==> src/rtl/dmrt_pkg.sv <==
// Shared types and constants of the damage rectangle merge tracker.
`default_nettype none

package dmrt_pkg;

  localparam int MAX_RECTS = 16;
  localparam int IDX_W     = $clog2(MAX_RECTS);
  localparam int CNT_W     = 5;
  localparam int CFG_W     = 14;
  localparam int POS_W     = 13;
  localparam int DIM_W     = 14;
  localparam int ENTRY_W   = 2 * POS_W + 2 * DIM_W;

  localparam logic [DIM_W-1:0] SCREEN_MAX      = DIM_W'(8192);
  localparam logic [CFG_W-1:0] WIDTH_RESET     = CFG_W'(640);
  localparam logic [CFG_W-1:0] HEIGHT_RESET    = CFG_W'(480);

  typedef enum logic [1:0] {
    MODE_ADD   = 2'd0,
    MODE_FULL  = 2'd1,
    MODE_CLEAR = 2'd2,
    MODE_READ  = 2'd3
  } mode_e;

  typedef enum logic {
    CFG_SCREEN_WIDTH  = 1'b0,
    CFG_SCREEN_HEIGHT = 1'b1
  } cfg_idx_e;

  typedef enum logic [2:0] {
    ST_IDLE,
    ST_EXEC,
    ST_SCAN,
    ST_APPEND,
    ST_READ
  } state_e;

  typedef struct packed {
    logic [POS_W-1:0] x;
    logic [POS_W-1:0] y;
    logic [DIM_W-1:0] w;
    logic [DIM_W-1:0] h;
  } entry_t;

endpackage

`default_nettype wire

==> src/rtl/dmrt_ram.sv <==
// Generic single-clock RAM with one write port and one registered read port.
`default_nettype none

module dmrt_ram #(
  parameter int WIDTH = 8,
  parameter int DEPTH = 16
) (
  input  wire logic                     clk_i,
  input  wire logic                     we_i,
  input  wire logic [$clog2(DEPTH)-1:0] waddr_i,
  input  wire logic [WIDTH-1:0]         wdata_i,
  input  wire logic [$clog2(DEPTH)-1:0] raddr_i,
  output logic      [WIDTH-1:0]         rdata_o
);

  logic [WIDTH-1:0] mem_q [DEPTH];

  always_ff @(posedge clk_i) begin
    if (we_i) begin
      mem_q[waddr_i] <= wdata_i;
    end
    rdata_o <= mem_q[raddr_i];
  end

endmodule

`default_nettype wire

==> src/rtl/damage_rect_merge_tracker_unit.sv <==
// Damage rectangle merge tracker: top level with control, clipping and merge datapath.
//
//   channel  | ports                                              | direction
//   ---------+----------------------------------------------------+----------
//   command  | start, busy, mode_i, rect_*_i, entry_index_i       | in; busy out
//   result   | done_o, full_flag_o, rect_count_o, repaint_pulse_o, | out
//            | out_x_o, out_y_o, out_w_o, out_h_o, out_valid_o     |
//   config   | cfg_we_i, cfg_idx_i, cfg_data_i                    | in
//
// A command beat is taken at an edge with start high and busy low. Mark full,
// clear, whole-screen adds, rejected adds and reads at or above the count
// deliver their result beat after the execute state, a read of a stored entry
// after the read state, and any other add after the scan state (skipped when
// the list is empty) and the append state. The scan reads one stored entry
// per cycle from the rectangle RAM, which has separate read and write ports;
// this sets the add time. busy falls in the cycle that carries done_o, so a new
// command can be taken there. Reset clears the full flag and the count; the RAM
// needs no clearing because only entries below the count are ever read. The result
// receiver cannot stall: each result beat is valid for exactly one cycle.
`default_nettype none

module damage_rect_merge_tracker_unit (
  input  wire logic                                 clk_i,
  input  wire logic                                 rst_ni,
  input  wire logic                                 cfg_we_i,
  input  wire logic                                 cfg_idx_i,
  input  wire logic        [dmrt_pkg::CFG_W-1:0]    cfg_data_i,
  input  wire logic                                 start,
  output logic                                      busy,
  input  wire logic        [1:0]                    mode_i,
  input  wire logic signed [15:0]                   rect_x_i,
  input  wire logic signed [15:0]                   rect_y_i,
  input  wire logic signed [15:0]                   rect_w_i,
  input  wire logic signed [15:0]                   rect_h_i,
  input  wire logic        [3:0]                    entry_index_i,
  output logic                                      done_o,
  output logic                                      full_flag_o,
  output logic             [dmrt_pkg::CNT_W-1:0]    rect_count_o,
  output logic                                      repaint_pulse_o,
  output logic             [dmrt_pkg::POS_W-1:0]    out_x_o,
  output logic             [dmrt_pkg::POS_W-1:0]    out_y_o,
  output logic             [dmrt_pkg::DIM_W-1:0]    out_w_o,
  output logic             [dmrt_pkg::DIM_W-1:0]    out_h_o,
  output logic                                      out_valid_o
);

  import dmrt_pkg::*;

  // Configuration registers.
  logic [CFG_W-1:0] scr_w_q, scr_h_q;

  always_ff @(posedge clk_i or negedge rst_ni) begin
    if (!rst_ni) begin
      scr_w_q <= WIDTH_RESET;
      scr_h_q <= HEIGHT_RESET;
    end else if (cfg_we_i) begin
      unique case (cfg_idx_e'(cfg_idx_i))
        CFG_SCREEN_WIDTH:  scr_w_q <= cfg_data_i;
        CFG_SCREEN_HEIGHT: scr_h_q <= cfg_data_i;
        default:           scr_w_q <= scr_w_q;
      endcase
    end
  end

  // Screen size saturated to 1..8192.
  function automatic logic [DIM_W-1:0] dim_sat(input logic [CFG_W-1:0] v);
    logic [DIM_W-1:0] r;
    if (v == '0) begin
      r = DIM_W'(1);
    end else if (v > CFG_W'(SCREEN_MAX)) begin
      r = SCREEN_MAX;
    end else begin
      r = DIM_W'(v);
    end
    return r;
  endfunction

  // Clips one axis: start and end after clipping, and whether anything is left.
  typedef struct packed {
    logic             ok;
    logic [POS_W-1:0] lo;
    logic [DIM_W-1:0] hi;
  } span_t;

  function automatic span_t clip_axis(input logic signed [15:0] p,
                                      input logic signed [15:0] len,
                                      input logic [DIM_W-1:0]   lim);
    logic signed [17:0] ps, ls, es, ss, lo_s, hi_s;
    span_t r;
    ps   = {{2{p[15]}}, p};
    ls   = {{2{len[15]}}, len};
    es   = ps + ls;
    ss   = $signed({4'b0000, lim});
    lo_s = (ps < 0) ? 18'sd0 : ps;
    hi_s = (es > ss) ? ss : es;
    r.ok = (ls > 0) && (lo_s < ss) && (hi_s > lo_s);
    r.lo = lo_s[POS_W-1:0];
    r.hi = hi_s[DIM_W-1:0];
    return r;
  endfunction

  // Control and working registers.
  state_e            state_q, state_d;
  mode_e             mode_q;
  logic signed [15:0] in_x_q, in_y_q, in_w_q, in_h_q;
  logic [IDX_W-1:0]  in_idx_q;
  logic              full_q, full_d;
  logic [CNT_W-1:0]  count_q, count_d;
  logic [IDX_W-1:0]  scan_idx_q, scan_idx_d;
  logic [CNT_W-1:0]  wp_q, wp_d;
  logic [POS_W-1:0]  run_x0_q, run_x0_d, run_y0_q, run_y0_d;
  logic [DIM_W-1:0]  run_x1_q, run_x1_d, run_y1_q, run_y1_d;
  logic              done_q, done_d, pulse_q, pulse_d, ov_q, ov_d;
  entry_t            oent_q, oent_d;

  // RAM port.
  logic              ram_we;
  logic [IDX_W-1:0]  ram_waddr, ram_raddr;
  entry_t            ram_wdata, ram_rdata;

  dmrt_ram #(
    .WIDTH (ENTRY_W),
    .DEPTH (MAX_RECTS)
  ) u_store (
    .clk_i   (clk_i),
    .we_i    (ram_we),
    .waddr_i (ram_waddr),
    .wdata_i (ram_wdata),
    .raddr_i (ram_raddr),
    .rdata_o (ram_rdata)
  );

  // Clipping of the pending add against the current screen.
  span_t            span_x, span_y;
  logic [DIM_W-1:0] scr_w, scr_h;
  logic             add_ok, add_whole;

  assign scr_w     = dim_sat(scr_w_q);
  assign scr_h     = dim_sat(scr_h_q);
  assign span_x    = clip_axis(in_x_q, in_w_q, scr_w);
  assign span_y    = clip_axis(in_y_q, in_h_q, scr_h);
  assign add_ok    = !full_q && span_x.ok && span_y.ok;
  assign add_whole = (span_x.lo == '0) && (span_y.lo == '0) &&
                     (span_x.hi == scr_w) && (span_y.hi == scr_h);

  // Overlap test of the running rectangle against the entry read this cycle.
  logic [DIM_W:0]   ent_x1, ent_y1;
  logic             hit;
  logic [POS_W-1:0] mrg_x0, mrg_y0;
  logic [DIM_W-1:0] mrg_x1, mrg_y1;
  logic             scan_last;

  assign ent_x1 = {2'b00, ram_rdata.x} + {1'b0, ram_rdata.w};
  assign ent_y1 = {2'b00, ram_rdata.y} + {1'b0, ram_rdata.h};
  assign hit    = ({2'b00, run_x0_q} <= ent_x1) && ({1'b0, run_x1_q} >= {2'b00, ram_rdata.x}) &&
                  ({2'b00, run_y0_q} <= ent_y1) && ({1'b0, run_y1_q} >= {2'b00, ram_rdata.y});
  assign mrg_x0 = (run_x0_q < ram_rdata.x) ? run_x0_q : ram_rdata.x;
  assign mrg_y0 = (run_y0_q < ram_rdata.y) ? run_y0_q : ram_rdata.y;
  // Stored rectangles never reach past 8192, so the end fits the size width.
  assign mrg_x1 = (run_x1_q > ent_x1[DIM_W-1:0]) ? run_x1_q : ent_x1[DIM_W-1:0];
  assign mrg_y1 = (run_y1_q > ent_y1[DIM_W-1:0]) ? run_y1_q : ent_y1[DIM_W-1:0];
  assign scan_last = (CNT_W'(scan_idx_q) + CNT_W'(1)) == count_q;

  // Next state.
  always_comb begin
    state_d = state_q;
    unique case (state_q)
      ST_IDLE: begin
        if (start) state_d = ST_EXEC;
      end
      ST_EXEC: begin
        unique case (mode_q)
          MODE_ADD: begin
            if (!add_ok || add_whole) state_d = ST_IDLE;
            else if (count_q == '0)   state_d = ST_APPEND;
            else                      state_d = ST_SCAN;
          end
          MODE_READ: begin
            state_d = (CNT_W'(in_idx_q) < count_q) ? ST_READ : ST_IDLE;
          end
          default: state_d = ST_IDLE;
        endcase
      end
      ST_SCAN: begin
        if (scan_last) state_d = ST_APPEND;
      end
      ST_APPEND: state_d = ST_IDLE;
      ST_READ:   state_d = ST_IDLE;
      default:   state_d = ST_IDLE;
    endcase
  end

  // Datapath, RAM access and result.
  always_comb begin
    full_d     = full_q;
    count_d    = count_q;
    scan_idx_d = scan_idx_q;
    wp_d       = wp_q;
    run_x0_d   = run_x0_q;
    run_y0_d   = run_y0_q;
    run_x1_d   = run_x1_q;
    run_y1_d   = run_y1_q;
    done_d     = 1'b0;
    pulse_d    = 1'b0;
    ov_d       = 1'b0;
    oent_d     = '0;
    ram_we     = 1'b0;
    ram_waddr  = wp_q[IDX_W-1:0];
    ram_raddr  = '0;
    ram_wdata  = ram_rdata;

    unique case (state_q)
      ST_EXEC: begin
        unique case (mode_q)
          MODE_ADD: begin
            if (!add_ok) begin
              done_d = 1'b1;
            end else if (add_whole) begin
              full_d  = 1'b1;
              count_d = '0;
              pulse_d = 1'b1;
              done_d  = 1'b1;
            end else begin
              run_x0_d   = span_x.lo;
              run_y0_d   = span_y.lo;
              run_x1_d   = span_x.hi;
              run_y1_d   = span_y.hi;
              scan_idx_d = '0;
              wp_d       = '0;
              ram_raddr  = '0;
            end
          end
          MODE_FULL: begin
            full_d  = 1'b1;
            count_d = '0;
            pulse_d = 1'b1;
            done_d  = 1'b1;
          end
          MODE_CLEAR: begin
            full_d  = 1'b0;
            count_d = '0;
            done_d  = 1'b1;
          end
          MODE_READ: begin
            ram_raddr = in_idx_q;
            done_d    = !(CNT_W'(in_idx_q) < count_q);
          end
          default: done_d = 1'b1;
        endcase
      end
      ST_SCAN: begin
        // Merged entries drop out; the rest move down to the write pointer.
        ram_raddr  = scan_idx_q + IDX_W'(1);
        scan_idx_d = scan_idx_q + IDX_W'(1);
        if (hit) begin
          run_x0_d = mrg_x0;
          run_y0_d = mrg_y0;
          run_x1_d = mrg_x1;
          run_y1_d = mrg_y1;
        end else begin
          ram_we    = 1'b1;
          ram_wdata = ram_rdata;
          wp_d      = wp_q + CNT_W'(1);
        end
      end
      ST_APPEND: begin
        pulse_d = 1'b1;
        done_d  = 1'b1;
        if (wp_q >= CNT_W'(MAX_RECTS)) begin
          full_d  = 1'b1;
          count_d = '0;
        end else begin
          ram_we      = 1'b1;
          ram_wdata.x = run_x0_q;
          ram_wdata.y = run_y0_q;
          ram_wdata.w = run_x1_q - DIM_W'(run_x0_q);
          ram_wdata.h = run_y1_q - DIM_W'(run_y0_q);
          count_d     = wp_q + CNT_W'(1);
        end
      end
      ST_READ: begin
        oent_d = ram_rdata;
        ov_d   = 1'b1;
        done_d = 1'b1;
      end
      default: begin
        done_d = 1'b0;
      end
    endcase
  end

  always_ff @(posedge clk_i or negedge rst_ni) begin
    if (!rst_ni) begin
      state_q <= ST_IDLE;
      full_q  <= 1'b0;
      count_q <= '0;
      done_q  <= 1'b0;
    end else begin
      state_q <= state_d;
      full_q  <= full_d;
      count_q <= count_d;
      done_q  <= done_d;
    end
  end

  always_ff @(posedge clk_i) begin
    if (state_q == ST_IDLE && start) begin
      mode_q   <= mode_e'(mode_i);
      in_x_q   <= rect_x_i;
      in_y_q   <= rect_y_i;
      in_w_q   <= rect_w_i;
      in_h_q   <= rect_h_i;
      in_idx_q <= IDX_W'(entry_index_i);
    end
    scan_idx_q <= scan_idx_d;
    wp_q       <= wp_d;
    run_x0_q   <= run_x0_d;
    run_y0_q   <= run_y0_d;
    run_x1_q   <= run_x1_d;
    run_y1_q   <= run_y1_d;
    pulse_q    <= pulse_d;
    ov_q       <= ov_d;
    oent_q     <= oent_d;
  end

  assign busy            = (state_q != ST_IDLE);
  assign done_o          = done_q;
  assign full_flag_o     = full_q;
  assign rect_count_o    = count_q;
  assign repaint_pulse_o = pulse_q;
  assign out_x_o         = oent_q.x;
  assign out_y_o         = oent_q.y;
  assign out_w_o         = oent_q.w;
  assign out_h_o         = oent_q.h;
  assign out_valid_o     = ov_q;

  // A set full flag always comes with an empty list.
  a_full_empty: assert property (@(posedge clk_i) disable iff (!rst_ni)
    full_q |-> (count_q == '0))
    else $error("full flag set with stored rectangles");

  // The list never grows past its capacity.
  a_count_cap: assert property (@(posedge clk_i) disable iff (!rst_ni)
    count_q <= CNT_W'(MAX_RECTS))
    else $error("rectangle count above capacity");

  // Compaction never writes ahead of the entry being scanned.
  a_wp_behind: assert property (@(posedge clk_i) disable iff (!rst_ni)
    (state_q == ST_SCAN) |-> (wp_q <= CNT_W'(scan_idx_q)))
    else $error("write pointer passed scan index");

  // One result beat per command: a result is never followed by another at once.
  a_single_done: assert property (@(posedge clk_i) disable iff (!rst_ni)
    done_q |=> !done_q)
    else $error("back to back result beats");

  // A read result never requests a repaint.
  a_read_quiet: assert property (@(posedge clk_i) disable iff (!rst_ni)
    ov_q |-> !pulse_q)
    else $error("read result with repaint pulse");

endmodule

`default_nettype wire

==> config.mk <==
export PLATFORM = sky130hd
export DESIGN_NAME = damage_rect_merge_tracker_unit
export DESIGN_NICKNAME = d
export VERILOG_FILES = /design/src/rtl/dmrt_pkg.sv /design/src/rtl/dmrt_ram.sv /design/src/rtl/damage_rect_merge_tracker_unit.sv
export SDC_FILE = /design/constraint.sdc
export NUM_CORES = 2
export LEC_CHECK = 0
export BUFFER_PORTS_ARGS = -buffer_cell sky130_fd_sc_hd__buf_4
export CAP_MARGIN = 20
export CORE_MARGIN = 10
export CORE_UTILIZATION = 56
export DETAILED_ROUTE_END_ITERATION = 10
export PLACE_DENSITY_LB_ADDON = 0.12
export SLEW_MARGIN = 20
export SYNTH_ARGS = -nofsm -noshare
export SYNTH_HDL_FRONTEND = slang
export SYNTH_HIERARCHICAL = 1
export SYNTH_SLANG_ARGS = --single-unit
==> constraint.sdc <==
create_clock -name clk_i -period 8 [get_ports clk_i]
set_input_delay 0.8 -clock clk_i [delete_from_list [all_inputs] [get_ports clk_i]]
set_output_delay 0.8 -clock clk_i [all_outputs]
set_load 0.01 [all_outputs]
==> results by group <==
Run status
  – Status: complete, no violations

Drt
  – Via Count: 31,320
  – Via/cell ratio: 6.381
  – 1st-iter DRT viols: 3,335
  – Drt pass-1 iters: 6
  – Routed WL per cell: 28.51 µm
  – Post-Route WL: 139,900 µm
  – # DRC: 0
  – ANT nets after route: 0

Layout
  – Design area: 58,410 µm²
  – Nets: 4,001
  – Area Overhead vs Synth: 13.52%
  – Filler cells: 6,564
  – Share of cells above drive strength 1: 19.81%

Floorplan
  – Row count: 111
  – I/O pins: 153
  – Die area: 104,400 µm²
  – Initial Utilization: 56.31%
  – Core area: 91,390 µm²
  – Die Ht: 323.1 µm
  – Die Wd: 323.1 µm

Global routing
  – Tot GR Track Use: 26.83%
  – Largest net degree at the start of global routing: 120
  – GRT overflow: 0
  – Number of antenna violations at the first check in global routing: 4
  – Vias in the first global route: 31,410
  – Global-route wire length before repair: 206,800 µm

Worst setup path
  – Buf/Inv on CP: 2
  – Crit path max fanout: 20
  – CP top delay family: simple AND/OR/NAND/NOR gates
  – CP dominant cell by count: ha_1
  – Crit. Startpoint: in_x_q[0]$_DFFE_PP_
  – Setup CP Type: flop to flop
  – CP peak stage delay: 550 ps
  – Worst setup endpoint: run_y0_q[6]$_DFFE_PP_
  – Reg2Reg Setup Slack: 400 ps
  – Crit start category: flop
  – FF-to-FF Start: in_x_q[0]$_DFFE_PP_
  – Crit. path cell count: 27
  – Depth of the most critical reg-to-reg path: 27
  – WP data required: 8390 ps
  – RR Endpoint: run_y0_q[6]$_DFFE_PP_
  – Critical path arrival: 7990 ps
  – Slowest stage cell, crit path: or4_1
  – Worst setup EP type: flop

Synthesis
  – Synthesized flop and latch total: 1,145
  – Largest cells by area after synthesis: edfxtp_1, mux4_2, ha_1, dfxtp_1, nand2_1
  – Net Count, Synth: 3,754
  – Most common cell in the netlist: edfxtp_1
  – Synth Flop Type: edfxtp_1
  – Number of flops mapped to enable cells by yosys: 997
  – Library cells used by synthesis: 83
  – Syn avg cell area: 15.24 µm²
  – Syn. warnings: 6
  – Seq/Total Area, Yosys: 64.32%
  – Post-synth top cells: edfxtp_1, ha_1, nand2_1
  – Ys async rst share: 3.319%
  – Mapped Cells: 3,376
  – Post-synth top area cell: edfxtp_1
  – Post-synth top area share: 58.18%
  – Post-Synthesis Cell Area: 51,460 µm²

Clock network
  – Root buffer cell: clkbuf_16
  – Total setup buffers inserted after CTS: 0
  – Sink Count: 1,145
  – Inserted Clock Buffers: 113
  – H-tree levels: 3
  – Max Root-Sink Buffers: 3
  – TritonCTS clock tree: done
  – Clk slew on worst S/H paths: 60 ps
  – Skew-Pair Late Insertion Delay: 720 ps

Timing
  – Setup Skew: 44.60 ps
  – Fin crit share: 95.04%
  – RSZ-0062 raised after global routing: no
  – Worst slew pin tran: 1001 ps
  – Fmax: 131.5 MHz
  – Worst rel slew slack: 33.13%
  – Final Setup Violations: 0
  – Pins Over Slew Limit: 0
  – Min Tclk post-route: 7603 ps
  – Setup TNS: 0 ps
  – Hold WS: 58.64 ps
  – Final hold viol count: 0

Min path
  – Min-Delay Path Class: input port to asynchronous set/reset pin

Pwr
  – VDD IR max: 0.2119 mV
  – P_leak: 21.12 nW
  – Power, Total: 13.56 mW
  – P per Cell Area: 232.1 nW/µm²

Place
  – Placed Area: 54,570 µm²
  – Gpl congestion: 0.9574
  – IO Port Bufs: 152
  – Detail Placement HPWL: 90,240 µm

Run
  – Number of max-cap violations: 0
-- metrics by stage --
step / instances / setup slack (ps) / util, %
after floorplan: 3376 / 122.4 / -
after global placement: 4694 / 272.3 / 59.71
after detailed placement: 4694 / 235.2 / 59.71
after CTS: 4906 / 168.7 / 63.88
after global routing: 4906 / 0.1386 / 63.91
final: 4908 / 397.0 / 63.92
-- layout by cell type (no fill, tap or decap), types with 17 or more instances in the layout --
cell type	netlist	layout
nor2b_1	45	42
nand2b_1	52	52
clkbuf_16	0	115
and2_1	60	58
dfrtp_1	32	32
nand2_1	243	243
nor4_1	29	28
dfxtp_1	110	110
a21oi_1	147	147
mux4_2	216	216
ha_1	283	283
buf_4	5	249
o21ai_0	152	147
edfxtp_1	997	997
a21o_1	54	52
and3_1	19	19
o31ai_1	18	17
xnor2_1	56	56
xor2_1	29	29
a22oi_1	110	110
o21a_1	25	25
nor2_1	129	115
mux2_2	35	35
clkbuf_1	85	23
nor3_1	31	27
inv_1	148	148
clkinv_2	0	25
nand3_1	38	37
nand4_1	29	29
-- worst min path at each step --
stage	from	end	slack [ps]
floorplan	u_store/rdata_o[0]$_DFF_P_	out_h_o[0]$_SDFF_PN0_	460
global placement	u_store/rdata_o[9]$_DFF_P_	out_h_o[9]$_SDFF_PN0_	520
detailed placement	scr_h_q[12]$_DFFE_PN0P_	scr_h_q[12]$_DFFE_PN0P_	520
CTS	rst_ni	scr_h_q[2]$_DFFE_PN0P_	40
global route	rst_ni	scr_h_q[1]$_DFFE_PN0P_	70
finish	rst_ni	scr_h_q[2]$_DFFE_PN0P_	60
-- sequential cells by signal, indices dropped and copies added, names as in the netlist, 13 cells and up --
signal,flops
u_store/mem_q,864
u_store/rdata_o,54
in_h_q,16
in_w_q,16
in_x_q,16
in_y_q,16
out_h_o,14
out_w_o,14
run_x1_q,14
run_y1_q,14
scr_h_q,14
scr_w_q,14
out_x_o,13
out_y_o,13
run_x0_q,13
run_y0_q,13
-- worst register-to-register path: stages, from the launching register on --
cell and delay (ps):
edfxtp_1 410, ha_1 250, fa_1 400, a21o_1 210
a221oi_2 320, o21ai_1 170, o21a_1 190, nor2_1 110
xnor2_1 170, ha_1 350, nand4_1 160, o311ai_1 300
nor2_1 80, o31a_1 250, a31oi_2 240, buf_12 190
mux2_2 370, ha_1 310, and3_1 190, nand4_1 90
o311a_1 150, o31ai_1 80, or4_1 550, or4_1 500
or4b_1 530, or3_4 440, nand2_1 100, buf_4 180
-- cells by family after synthesis --
family	Yosys count	synth area share (%)
XOR/XNOR	86	1.491
multiplexers	259	10.38
adder cells (fa/ha/maj)	289	7.115
AO/OA/AOI/OAI	606	7.540
flip-flops	1145	64.32
buffers and inverters	273	2.273
AND/OR/NAND/NOR	718	6.881
-- area by class of cell --
type	instances	area (µm²)	share of cell area, %
Antenna cell	2	5.005	0.008568
Clock buffer	151	3143	5.381
Clock inverter	61	670.6	1.148
Inverter	148	555.5	0.9510
Multi-Input combinational cell	1958	17430	29.83
Sequential cell	1145	33100	56.66
Tap cell	1186	1484	2.540
Timing Repair Buffer	257	2029	3.474
-- where the power goes --
| part | internal [mW] | switching, mW |
|---|---|---|
| logic | 0.596 | 0.895 |
| clock network | 3.15 | 2.24 |
| registers | 6.58 | 0.0996 |
-- layer usage --
layer / routed length, µm / global-route usage (%) / vias up
met5: 0 / 0 / -
met4: 4023 / 7.765 / 0
met3: 11130 / 3.643 / 240
met2: 66840 / 43.30 / 1413
met1: 57950 / 38.07 / 16020
li1: - / - / 13650
-- timing repair --
action,4_1_cts,5_1_grt
resized for setup,0,4
hold buffers,0,0
setup endpoints to repair,0,22
Note: power is estimated with default switching activity, not from simulation.
